`src/sv/nsrp_pkg.sv`:
```
// ----------------------------------------------------------------------------
// nsrp_pkg: shared types and constants of the segment picker
// Field widths, fixed-point formats, register codes and transaction structs.
// ----------------------------------------------------------------------------
package nsrp_pkg;

	// run limit; later segments of an over-long run are ignored
	localparam int MAX_SEGMENTS = 1024;

	localparam int POS_W      = 32;             // Q16.16 positions
	localparam int FWD_W      = 16;             // Q2.14 forward vector
	localparam int DIST_W     = 31;             // Q15.16 unsigned distance
	localparam int IDX_W      = 10;             // run position of the pick
	localparam int CNT_W      = $clog2(MAX_SEGMENTS + 1);
	localparam int CFG_IDX_W  = 3;
	localparam int CFG_DATA_W = 32;

	// datapath widths
	localparam int DIFF_W = POS_W + 1;          // endpoint minus camera
	localparam int VEC_W  = POS_W + 2;          // sum / difference of two diffs
	localparam int MUL_W  = VEC_W + 1;          // shared multiplier operand
	localparam int PROD_W = 2 * MUL_W;
	localparam int ACC_W  = 66;                 // sums of three products
	localparam int CR_W   = 52;                 // cross components, Q.30
	localparam int NM_W   = CR_W - 1;           // normal magnitudes
	localparam int SQ_W   = 64;                 // root / divide operand
	localparam int ROOT_W = SQ_W / 2;

	localparam int QUEUE_DEPTH = 2;

	localparam logic [DIST_W-1:0] DMAX         = '1;
	localparam logic [DIST_W-1:0] MAX_DIST_RST = DIST_W'(65536);
	localparam logic [FWD_W-1:0]  FWD_Z_RST    = FWD_W'(16384);

	typedef enum logic [CFG_IDX_W-1:0] {
		REG_CAM_X,
		REG_CAM_Y,
		REG_CAM_Z,
		REG_FWD_X,
		REG_FWD_Y,
		REG_FWD_Z,
		REG_MAX_DIST
	} cfg_reg_t;

	// input transaction
	typedef struct packed {
		logic signed [POS_W-1:0] p1_x;
		logic signed [POS_W-1:0] p1_y;
		logic signed [POS_W-1:0] p1_z;
		logic signed [POS_W-1:0] p2_x;
		logic signed [POS_W-1:0] p2_y;
		logic signed [POS_W-1:0] p2_z;
		logic                    is_last;
	} seg_t;

	// result transaction
	typedef struct packed {
		logic              found;
		logic [IDX_W-1:0]  picked_index;
		logic [DIST_W-1:0] picked_distance;
	} pick_t;

	typedef struct packed {
		logic signed [POS_W-1:0] x;
		logic signed [POS_W-1:0] y;
		logic signed [POS_W-1:0] z;
	} pos3_t;

	typedef struct packed {
		logic signed [FWD_W-1:0] x;
		logic signed [FWD_W-1:0] y;
		logic signed [FWD_W-1:0] z;
	} fwd3_t;

	// classified segment waiting between front and back
	typedef struct packed {
		logic [2:0][DIFF_W-1:0] t1;     // p1 - cam
		logic [2:0][DIFF_W-1:0] t2;     // p2 - cam
		logic [IDX_W-1:0]       idx;
		logic                   first;  // opens a run
		logic                   skip;   // beyond the run limit
		logic                   last;
	} entry_t;

	function automatic logic [DIFF_W-1:0] pdiff(logic [POS_W-1:0] a, logic [POS_W-1:0] b);
		return {a[POS_W-1], a} - {b[POS_W-1], b};
	endfunction

endpackage

```
`src/sv/nsrp_front.sv`:
```
// ----------------------------------------------------------------------------
// nsrp_front: accept and classify segments
// Forms camera-relative endpoints, tags run position, and queues the result.
// ----------------------------------------------------------------------------
module nsrp_front import nsrp_pkg::*; (
	input  logic   clk,
	input  logic   arst_n,
	input  pos3_t  cam,
	input  logic   push,
	input  seg_t   seg,
	output logic   full,
	input  logic   deq,
	output logic   avail,
	output entry_t head
);

	localparam int PTR_W = $clog2(QUEUE_DEPTH);
	localparam int QC_W  = $clog2(QUEUE_DEPTH + 1);

	logic [CNT_W-1:0] cnt_q;
	logic [PTR_W-1:0] wr_q, rd_q;
	logic [QC_W-1:0]  qcnt_q;
	entry_t           q_mem [QUEUE_DEPTH];
	entry_t           new_ent;
	logic             accept;

	assign accept = push && !full;
	assign full   = (qcnt_q == QC_W'(QUEUE_DEPTH));
	assign avail  = (qcnt_q != '0);
	assign head   = q_mem[rd_q];

	// classify the incoming segment
	always_comb begin
		new_ent.t1[0] = pdiff(seg.p1_x, cam.x);
		new_ent.t1[1] = pdiff(seg.p1_y, cam.y);
		new_ent.t1[2] = pdiff(seg.p1_z, cam.z);
		new_ent.t2[0] = pdiff(seg.p2_x, cam.x);
		new_ent.t2[1] = pdiff(seg.p2_y, cam.y);
		new_ent.t2[2] = pdiff(seg.p2_z, cam.z);
		new_ent.idx   = IDX_W'(cnt_q);
		new_ent.first = (cnt_q == '0);
		new_ent.skip  = (cnt_q >= CNT_W'(MAX_SEGMENTS));
		new_ent.last  = seg.is_last;
	end

	// run counter and queue pointers
	always_ff @(posedge clk or negedge arst_n) begin
		if (!arst_n) begin
			cnt_q  <= '0;
			wr_q   <= '0;
			rd_q   <= '0;
			qcnt_q <= '0;
		end else begin
			if (accept) begin
				wr_q <= wr_q + PTR_W'(1);
				if (seg.is_last)
					cnt_q <= '0;
				else if (!new_ent.skip)
					cnt_q <= cnt_q + CNT_W'(1);
			end
			if (deq)
				rd_q <= rd_q + PTR_W'(1);
			if (accept && !deq)
				qcnt_q <= qcnt_q + QC_W'(1);
			else if (!accept && deq)
				qcnt_q <= qcnt_q - QC_W'(1);
		end
	end

	// queue storage
	always_ff @(posedge clk) begin
		if (accept)
			q_mem[wr_q] <= new_ent;
	end

endmodule

```
`config.mk`:
```
export PLATFORM = sky130hd
export DESIGN_NAME = nsrp_front
export DESIGN_NICKNAME = d
export VERILOG_FILES = /design/src/sv/nsrp_pkg.sv /design/src/sv/nsrp_front.sv
export SDC_FILE = /design/constraint.sdc
export NUM_CORES = 1
export LEC_CHECK = 0
export ABC_CLOCK_PERIOD_IN_PS = 9940
export CORE_ASPECT_RATIO = 0.5
export CORE_MARGIN = 5
export CORE_UTILIZATION = 50
export CTS_CLUSTER_DIAMETER = 60
export CTS_CLUSTER_SIZE = 25
export DETAILED_ROUTE_END_ITERATION = 8
export DONT_BUFFER_PORTS = 1
export MAX_ROUTING_LAYER = met4
export PLACE_DENSITY_LB_ADDON = 0.05
export SKIP_LAST_GASP = 1
export SLEW_MARGIN = 20
export SYNTH_ARGS = -nofsm -noshare
export SYNTH_HDL_FRONTEND = slang
export SYNTH_SLANG_ARGS = --single-unit
```
`constraint.sdc`:
```
create_clock -name clk -period 9.94 [get_ports clk]
set_clock_uncertainty 0.05 [all_clocks]
set_input_delay 0.497 -clock clk [delete_from_list [all_inputs] [get_ports clk]]
set_output_delay 0.497 -clock clk [all_outputs]
set_load 0.02 [all_outputs]
```
==> results of run 1 <==
-- logic make-up (layout without fill, tap and decap cells) --
logic type | after synthesis | after routing | share of synthesized area
flip-flops | 437 | 437 | 0.486
multiplexers | 218 | 218 | 0.0912
buffers and inverters | 238 | 222 | 0.0339
AND/OR/NAND/NOR | 506 | 506 | 0.0940
other | 0 | 6 | 0
adder cells (fa/ha/maj) | 201 | 201 | 0.0954
AO/OA/AOI/OAI | 582 | 582 | 0.144
XOR/XNOR | 169 | 169 | 0.0551
-- layout by cell type (no fill, tap or decap), types with 6 or more instances in the layout --
master / count
a211oi_1: 20
a21o_1: 107
a21oi_1: 177
a221oi_1: 7
a31oi_1: 23
and2_1: 13
and3_1: 24
clkbuf_16: 29
clkinv_8: 7
dfrtp_1: 14
diode_2: 6
edfxtp_1: 422
fa_1: 6
ha_1: 195
inv_1: 159
mux2_2: 213
nand2_1: 128
nand2b_1: 25
nand3_1: 50
nand3b_1: 7
nand4_1: 32
nor2_1: 112
nor2b_1: 40
nor3_1: 36
o2111ai_1: 7
o211ai_1: 8
o21a_1: 25
o21ai_0: 88
o21ai_1: 11
o21bai_1: 17
o31a_1: 6
o31ai_1: 11
o41ai_1: 7
or3_1: 6
xnor2_1: 103
xor2_1: 66
-- per-stage QoR --
stage               area, µm²  utilization  hold WS [ns]  std cells
global placement        27500        0.515         0.152       2991
global route            28600        0.536        0.0500       3054
CTS                     28600        0.536        0.0445       3048
detailed placement      27500        0.515         0.152       2991
finish                  28600        0.536        0.0880       3054
floorplan               26800            -         0.151       2351
-- area by class of cell --
cell class / instances / area, µm² / area share
diodes: 6 / 15.0 / 0.000524
clock inverters: 22 / 359 / 0.0125
inverters: 159 / 597 / 0.0208
flip-flops and latches: 437 / 13100 / 0.456
repair buffers: 9 / 100 / 0.00349
well taps: 713 / 892 / 0.0311
multi-input cells: 1676 / 12900 / 0.450
clock buffers: 32 / 737 / 0.0257
-- state kept, by name (all words and copies together), names as in the netlist --
| signal | flops |
|---|---|
| rd_q | 1 |
| cnt_q | 11 |
| q_mem | 422 |
| qcnt_q | 2 |
| wr_q | 1 |
-- worst max-delay path by stage --
| stage | endpoint | slack, ns | cells after the start |
|---|---|---|---|
| after detailed placement | head[156] | 6.38 | 3 |
| after floorplan | q_mem[0][0] | 3.09 | 4 |
| after global placement | head[151] | 6.41 | 3 |
| final | head[156] | 5.80 | 3 |
| after global routing | head[156] | 5.58 | 3 |
| after CTS | head[156] | 5.68 | 3 |
-- power groups by stage --
stage | clock, mW | combinational [mW] | sequential, mW
after floorplan | 0 | 2.04 | 2.86
final | 1.37 | 2.47 | 2.86
after detailed placement | 0 | 2.50 | 2.91
after global placement | 0 | 2.49 | 2.90
after CTS | 1.42 | 2.52 | 2.87
after global routing | 1.50 | 2.64 | 2.90
-- layer usage --
layer,routed length [µm],GRT usage
met5,0,-
met4,2240,0.0683
met3,2820,0.0391
met2,37300,0.433
met1,27300,0.258
-- repair_timing --
item	CTS	global route
hold buffers	3	0
gates resized for setup	0	0
endpoints found under the hold margin	27	0
==> results by group, run 1 <==
Drt
  • Vias post-DR: 17700
  • Final WL: 69700 µm
  • Final ANT Viol Nets: 0
  • Drt pass-1 iters: 5
  • Post-route DRC: 0
  • Drt via density: 5.80
  • WL per Instance: 22.8 µm
  • Iter 0 DRT Violations: 934

Power and ir drop
  • P_leak: 11.2 nW
  • Psw: 2.56 mW
  • Flop pwr share: 0.427
  • P per Cell Area: 234 mW/mm²
  • Int Power: 4.14 mW
  • Pwr Total: 6.70 mW
  • Combinational power share: 0.368
  • Clock share of power: 0.205
  • Worst vdd ir: 0.000194 V
  • Switching share of power: 0.382

Timing
  • Setup Viol. Count Final: 0
  • Rel. slew slack: 0.287
  • Final Critical Period: 4.14 ns
  • Slew at the pin with the worst max-slew slack: 1.07 ns
  • Unrepaired setup endpoints after global routing: no
  • Period utilization: 0.416
  • Max-slew violations: 0
  • Fmax: 0.242 GHz
  • Crit path setup slack, layout: 5.80 ns
  • Post-Route Setup TNS: 0 ns
  • Final Hold Fails: 0

CTS
  • TritonCTS Buffers: 29
  • Clock Sinks: 437
  • Clock Path Buffers: 3
  • Clk Latency, worst-skew pair: 0.61 ns
  • H-tree depth: 1
  • Postcts setup bufs: 0
  • Root buffer cell: clkbuf_16
  • Clock transition at path regs: 0.09 ns
  • TritonCTS clock tree: yes

GRT
  • Initial antenna violation count: 6
  • Total grt overflow: 0
  • Total Routing Usage GR: 0.233
  • Largest net degree at the start of global routing: 168
  • Via count of the first global-routing pass: 17700
  • First-pass GRT wire length: 104000 µm

Status
  • Outcome: completed

Logic synthesis
  • Mapped cell area: 0.0268 mm²
  • Most frequent cells after synthesis: 422 x edfxtp_1, 213 x mux2_2, 195 x ha_1
  • Yosys warns: 0
  • Distinct cell type count after synthesis: 88
  • Largest cells by area after synthesis: edfxtp_1 47%, ha_1 9.1%, mux2_2 8.9%
  • Area leader, netlist: edfxtp_1
  • Syn avg cell area: 11.4 µm²
  • Register area share after synthesis: 0.486
  • Top-count cell post-synth: edfxtp_1
  • Ys flop type: edfxtp_1
  • Syn_nets: 2845
  • Syn Inst Count: 2351
  • Synth top area share: 0.472
  • Ys async rst share: 0.0343
  • EDFF count, synth: 422
  • Seq cells post-synth: 437

Place
  • Dpl hpwl: 53800 µm
  • Placer Congestion: 0.915
  • IO buf count: 0
  • Post-Place Worst Slack: 6.38 ns

Worst setup path
  • CP dominant cell by count: buf_4
  • R2r worst-path depth: 5
  • Critical path class: flip-flop to primary output
  • Critical path cell sequence: buf_4 > buf_4 > mux2_2
  • Reg2Reg Setup Slack: 6.93 ns
  • CP startpoint: rd_q
  • RR Endpoint: q_mem[0][175]
  • RR Startpoint: qcnt_q[0]
  • Worst path max stage delay: 1.04 ns
  • Crit start category: flip-flop
  • Crit Path Max Fanout: 70
  • Crit path DAT: 3.59 ns
  • CP top delay family: buffers and inverters
  • CP max-delay cell: dfrtp_4
  • Crit path buf inv count: 2
  • Worst Setup End Kind: primary output
  • CP required: 9.39 ns

Hold path
  • Min-Delay Path Class: input pin to flip-flop
  • HP Start: seg[0]
  • WHS Path Cells: 2
  • Worst Hold End: cnt_q[1]

Die
  • Starting Density: 0.502
  • Die area: 0.0587 mm²
  • Chip width: 338 µm
  • I/O pins: 506
  • Row Count: 60
  • Die Ht: 174 µm
  • Core ar.: 0.0535 mm²

Cells and area
  • Final nets: 2806
  • Fill count: 4694
  • Area growth, synth to finish: 6.73%
  • Share of cells above drive strength 1: 0.129

Run
  • Max_cap viols: 0
(Power assumes the default switching activity.)
==> run 2, diff against run 1 <==
Settings changed: ABC_CLOCK_PERIOD_IN_PS 9940 to 4000.
Clock period 9.94 ns to 4 ns, I/O delays scaled along.
==> results by group, run 2 (same netlist as run 1, synthesis figures left out) <==
Cells and area
  • Final Util: 0.552
  • Area growth, synth to finish: 9.84%
  • Largest Register: q_mem
  • Commonest non-fill, non-tap cells in the layout: 422 x edfxtp_1, 213 x mux2_2, 195 x ha_1, 177 x a21oi_1, 159 x inv_1
  • Fill count: 4585
  • Share of cells above drive strength 1: 0.129
  • Leading cell type in the layout, fill and taps excluded: edfxtp_1
  • Largest register FFs: 422
  • Design Area, Final: 0.0295 mm²
  • Final nets: 2883
  • Top Registers: q_mem x422, cnt_q x11, qcnt_q x2
  • Non-Filler Instances: 3129

Worst setup path
  • CP max-delay cell: dlygate4sd3_1
  • CP dominant cell by count: a211oi_1
  • R2r worst-path depth: 9
  • Worst path max stage delay: 0.58 ns
  • Critical path cell sequence: dlygate4sd3_1 > ha_1 > fa_1 > nand2b_1 > a211oi_1 > o2111ai_1 > and2_1 > a211oi_1 > o311ai_1 > a21oi_1 > o22ai_1
  • CP required: 4.30 ns
  • Worst Setup End Kind: flip-flop
  • Crit start category: input pin
  • Crit path DAT: 3.39 ns
  • Critical path class: input pin to flip-flop
  • Crit Path Max Fanout: 4

Drt
  • Vias post-DR: 18100
  • WL per Instance: 22.3 µm
  • Final ANT Viol Nets: 0
  • Final WL: 69700 µm
  • Iter 0 DRT Violations: 991
  • Drt pass-1 iters: 5
  • Drt via density: 5.78
  • Post-route DRC: 0

GRT
  • Largest net degree at the start of global routing: 137
  • Initial antenna violation count: 3
  • First-pass GRT wire length: 105000 µm
  • Total Routing Usage GR: 0.234
  • Via count of the first global-routing pass: 18300
  • Total grt overflow: 0

CTS
  • Clock transition at path regs: 0.09 ns
  • TritonCTS Buffers: 30
  • Postcts setup bufs: 0
  • H-tree depth: 1
  • Clk Latency, worst-skew pair: 0.59 ns
  • Clock Sinks: 437
  • Root buffer cell: clkbuf_16
  • TritonCTS clock tree: yes
  • Clock Path Buffers: 3
  • CTS hold repair buffers: 75
  • PostCTS Resize Cnt: 0

Timing
  • Max-slew violations: 0
  • Unrepaired setup endpoints after global routing: no
  • Rel. slew slack: 0.277
  • Slew at the pin with the worst max-slew slack: 1.08 ns
  • Final Hold Fails: 0
  • Setup Viol. Count Final: 0
  • Final Critical Period: 3.08 ns
  • Period utilization: 0.771
  • Fmax: 0.324 GHz

Power and ir drop
  • Pwr Total: 16.9 mW
  • Worst vdd ir: 0.000419 V
  • P per Cell Area: 574 mW/mm²
  • P_leak: 11.5 nW

Place
  • Placed cell area: 0.0276 mm²
  • Placer Congestion: 0.923
  • IO buf count: 0
  • Dpl hpwl: 53000 µm
  • DP Cell Count: 2995

Status
  • Outcome: completed

Hold path
  • WHS Path Cells: 2
  • Min-Delay Path Class: input pin to flip-flop

Die
  • Row Count: 60
  • Die Ht: 174 µm
  • Starting Density: 0.502
  • Chip width: 338 µm
  • I/O pins: 506
  • Core ar.: 0.0535 mm²
  • Die area: 0.0587 mm²

Run
  • Max_cap viols: 0
[run 2: changes by cell type in the layout (fill, tap and decap cells not counted), sizes merged, moves of 3 or more]
| cell | before | now |
|---|---|---|
| clkinv | 10 | 7 |
| dlygate4sd3 | 3 | 75 |
| buf | 6 | 10 |
| inv | 167 | 170 |
[run 2: path summary, 6_finish.rpt]
kind | startpoint | endpoint | slack (ns)
min in group asynchronous | arst_n | rd_q | 0.07
hold / removal | seg[48] | q_mem[0][61] | 0.04
hold reg to reg | qcnt_q[1] | qcnt_q[1] | 0.49
setup / recovery | cam[32] | q_mem[0][78] | 0.92
max in group asynchronous | arst_n | rd_q | 3.26
setup reg to reg | qcnt_q[0] | cnt_q[9] | 1.29
[run 2: area by class of cell]
class,instances,area [µm²],area share
Sequential cell,437,13100,0.443
Multi-Input combinational cell,1676,12900,0.438
Timing Repair Buffer,85,913,0.0310
Tap cell,713,892,0.0303
Clock buffer,34,797,0.0270
Inverter,159,597,0.0202
Clock inverter,21,310,0.0105
Antenna cell,4,10.0,0.000340
[run 2: metal layers]
layer	GRT usage	part of all wire	up-vias
li1	-	-	8856
met1	0.269	0.40	8737
met2	0.428	0.53	392
met3	0.0414	0.045	94
met4	0.0504	0.025	0
met5	-	0	-
[run 2: stage by stage]
step	TNS (ns)	worst slack [ns]	hold slack, ns
2_1_floorplan	-69.77	-0.331	-0.146
3_3_place_gp	0	0.934	-0.145
3_5_place_dp	0	0.900	-0.145
4_1_cts	0	0.964	0.000604
5_1_grt	0	0.726	0.0283
6_report	0	0.917	0.0405
[run 2: power breakdown]
group / leakage (nW) / internal, mW / switching (mW)
registers: 4.12 / 6.58 / 0.389
clock network: 0.532 / 1.64 / 1.84
logic: 6.87 / 2.16 / 4.31
total: 11.5 / 10.4 / 6.53
[run 2: critical path, delay by kind of cell]
kind	cells	cell delay, ns
AND/OR/NAND/NOR	2	0.38
AO/OA/AOI/OAI	6	1.60
buffers and inverters	1	0.58
adder cells (fa/ha/maj)	2	0.64
==> run 3, diff against run 2 <==
Settings changed: ABC_CLOCK_PERIOD_IN_PS 4000 to 3000.
Clock period 4 ns to 3 ns, I/O delays scaled along.
==> results by group, run 3 (same netlist as run 1, synthesis figures left out) <==
Status
  • Outcome: completed

Worst setup path
  • Worst Setup End Kind: flip-flop
  • CP required: 3.30 ns
  • Crit Path Max Fanout: 7
  • Crit path DAT: 3.16 ns
  • Critical path class: input pin to flip-flop
  • Crit start category: input pin

Drt
  • WL per Instance: 21.6 µm
  • Final WL: 69700 µm
  • Drt pass-1 iters: 5
  • Drt via density: 5.78
  • Vias post-DR: 18700
  • Iter 0 DRT Violations: 917
  • Post-route DRC: 0
  • Final ANT Viol Nets: 0

Timing
  • Final Critical Period: 2.86 ns
  • WHS: 0.0297 ns
  • Period utilization: 0.953
  • Slew at the pin with the worst max-slew slack: 0.759 ns
  • Setup Viol. Count Final: 0
  • Rel. slew slack: 0.492
  • Max-slew violations: 0
  • Final Hold Fails: 0
  • Unrepaired setup endpoints after global routing: no
  • Fmax: 0.350 GHz

Die
  • Core ar.: 0.0535 mm²
  • Starting Density: 0.502
  • Chip width: 338 µm
  • Die area: 0.0587 mm²
  • Row Count: 60
  • Die Ht: 174 µm
  • I/O pins: 506

Cells and area
  • Top Registers: q_mem x422, cnt_q x11, qcnt_q x2
  • Largest register FFs: 422
  • Multi-input logic area: 0.0129 mm²
  • Commonest non-fill, non-tap cells in the layout: 422 x edfxtp_1, 213 x mux2_2, 194 x ha_1, 177 x a21oi_1, 161 x dlygate4sd3_1
  • Fill count: 4528
  • Share of cells above drive strength 1: 0.130
  • Largest Register: q_mem
  • Area growth, synth to finish: 13.4%
  • Register Area: 0.0131 mm²
  • Final Util: 0.570
  • Final nets: 2984
  • Leading cell type in the layout, fill and taps excluded: edfxtp_1

GRT
  • Total grt overflow: 0
  • First-pass GRT wire length: 106000 µm
  • Total Routing Usage GR: 0.234
  • Via count of the first global-routing pass: 19000
  • Largest net degree at the start of global routing: 85
  • Initial antenna violation count: 6

CTS
  • H-tree depth: 1
  • Clock Sinks: 437
  • Clk Latency, worst-skew pair: 0.61 ns
  • Clock Path Buffers: 3
  • Clock transition at path regs: 0.09 ns
  • TritonCTS clock tree: yes
  • Root buffer cell: clkbuf_16
  • Postcts setup bufs: 0
  • TritonCTS Buffers: 29

Power and ir drop
  • Worst vdd ir: 0.000544 V
  • P per Cell Area: 742 mW/mm²
  • P_leak: 11.9 nW

Place
  • Dpl hpwl: 53300 µm
  • Placer Congestion: 0.948
  • IO buf count: 0

Run
  • Max_cap viols: 0

Hold path
  • Min-Delay Path Class: input pin to flip-flop
## run 3: changes by cell type in the layout (fill, tap and decap cells not counted), moves of 2 or more
cell,change
inv_6,+2
clkbuf_16,-2
inv_16,-2
clkinv_8,-4
clkinvlp_4,-2
inv_8,+2
diode_2,+2
dlygate4sd3_1,+86
buf_4,+15
## run 3: cell type report
class / count / area share
flip-flops and latches: 437 / 0.429
multi-input cells: 1676 / 0.425
repair buffers: 187 / 0.0626
well taps: 713 / 0.0293
clock buffers: 32 / 0.0242
inverters: 159 / 0.0196
clock inverters: 22 / 0.0105
diodes: 6 / 0.000493
## run 3: per-layer routing
| metal | part of all wire | track usage | wire length (µm) | up-vias |
|---|---|---|---|---|
| met2 | 0.53 | 0.431 | 37000 | 419 |
| met5 | 0 | - | 0 | - |
| met4 | 0.028 | 0.0624 | 1980 | 0 |
| met3 | 0.042 | 0.0372 | 2930 | 125 |
| li1 | - | - | - | 9066 |
| met1 | 0.40 | 0.266 | 27800 | 9073 |
## run 3: what timing repair did
action	in CTS	in global routing
endpoints found under the setup margin	0	2
hold buffers	161	0
hold endpoints to repair	317	0
gates resized for setup	0	3
## run 3: path summary, 6_finish.rpt
kind / start / end / slack, ns / cells after the start
hold reg to reg: qcnt_q[0] / qcnt_q[0] / 0.50 / 1
setup / recovery: seg[111] / q_mem[1][207] / 0.14 / 11
min in group asynchronous: arst_n / wr_q / 0.56 / 2
setup reg to reg: qcnt_q[0] / cnt_q[9] / 0.32 / 9
max in group asynchronous: arst_n / rd_q / 1.78 / 2
hold / removal: cam[68] / q_mem[0][116] / 0.03 / 3
## run 3: critical path, stage by stage
cell and delay, ns:
dlygate4sd3_1 0.56, ha_2 0.33, a21o_1 0.22, a31oi_2 0.20
o21ai_1 0.12, a311o_1 0.39, a221oi_2 0.22, nand2_1 0.14
a21oi_2 0.18, xnor2_1 0.08, dlygate4sd3_1 0.57
## run 3: power by group
group / leakage (nW) / total [mW] / switching (mW) / internal, mW
clock network: 0.513 / 4.47 / 2.35 / 2.12
registers: 4.12 / 9.19 / 0.428 / 8.77
logic: 7.31 / 8.91 / 5.87 / 3.04
total: 11.9 / 22.6 / 8.65 / 13.9
## run 3: through the flow
stage | power, mW | setup TNS [ns] | instance area (µm²) | std cells | setup slack, ns
CTS | 22.9 | 0 | 30400 | 3226 | 0.114
floorplan | 16.1 | -414.03 | 26900 | 2351 | -1.33
global route | 23.7 | 0 | 30400 | 3232 | 0.0331
finish | 22.6 | 0 | 30400 | 3232 | 0.140
global placement | 18.1 | 0 | 27700 | 3011 | 0.154
detailed placement | 18.2 | 0 | 27700 | 3011 | 0.138
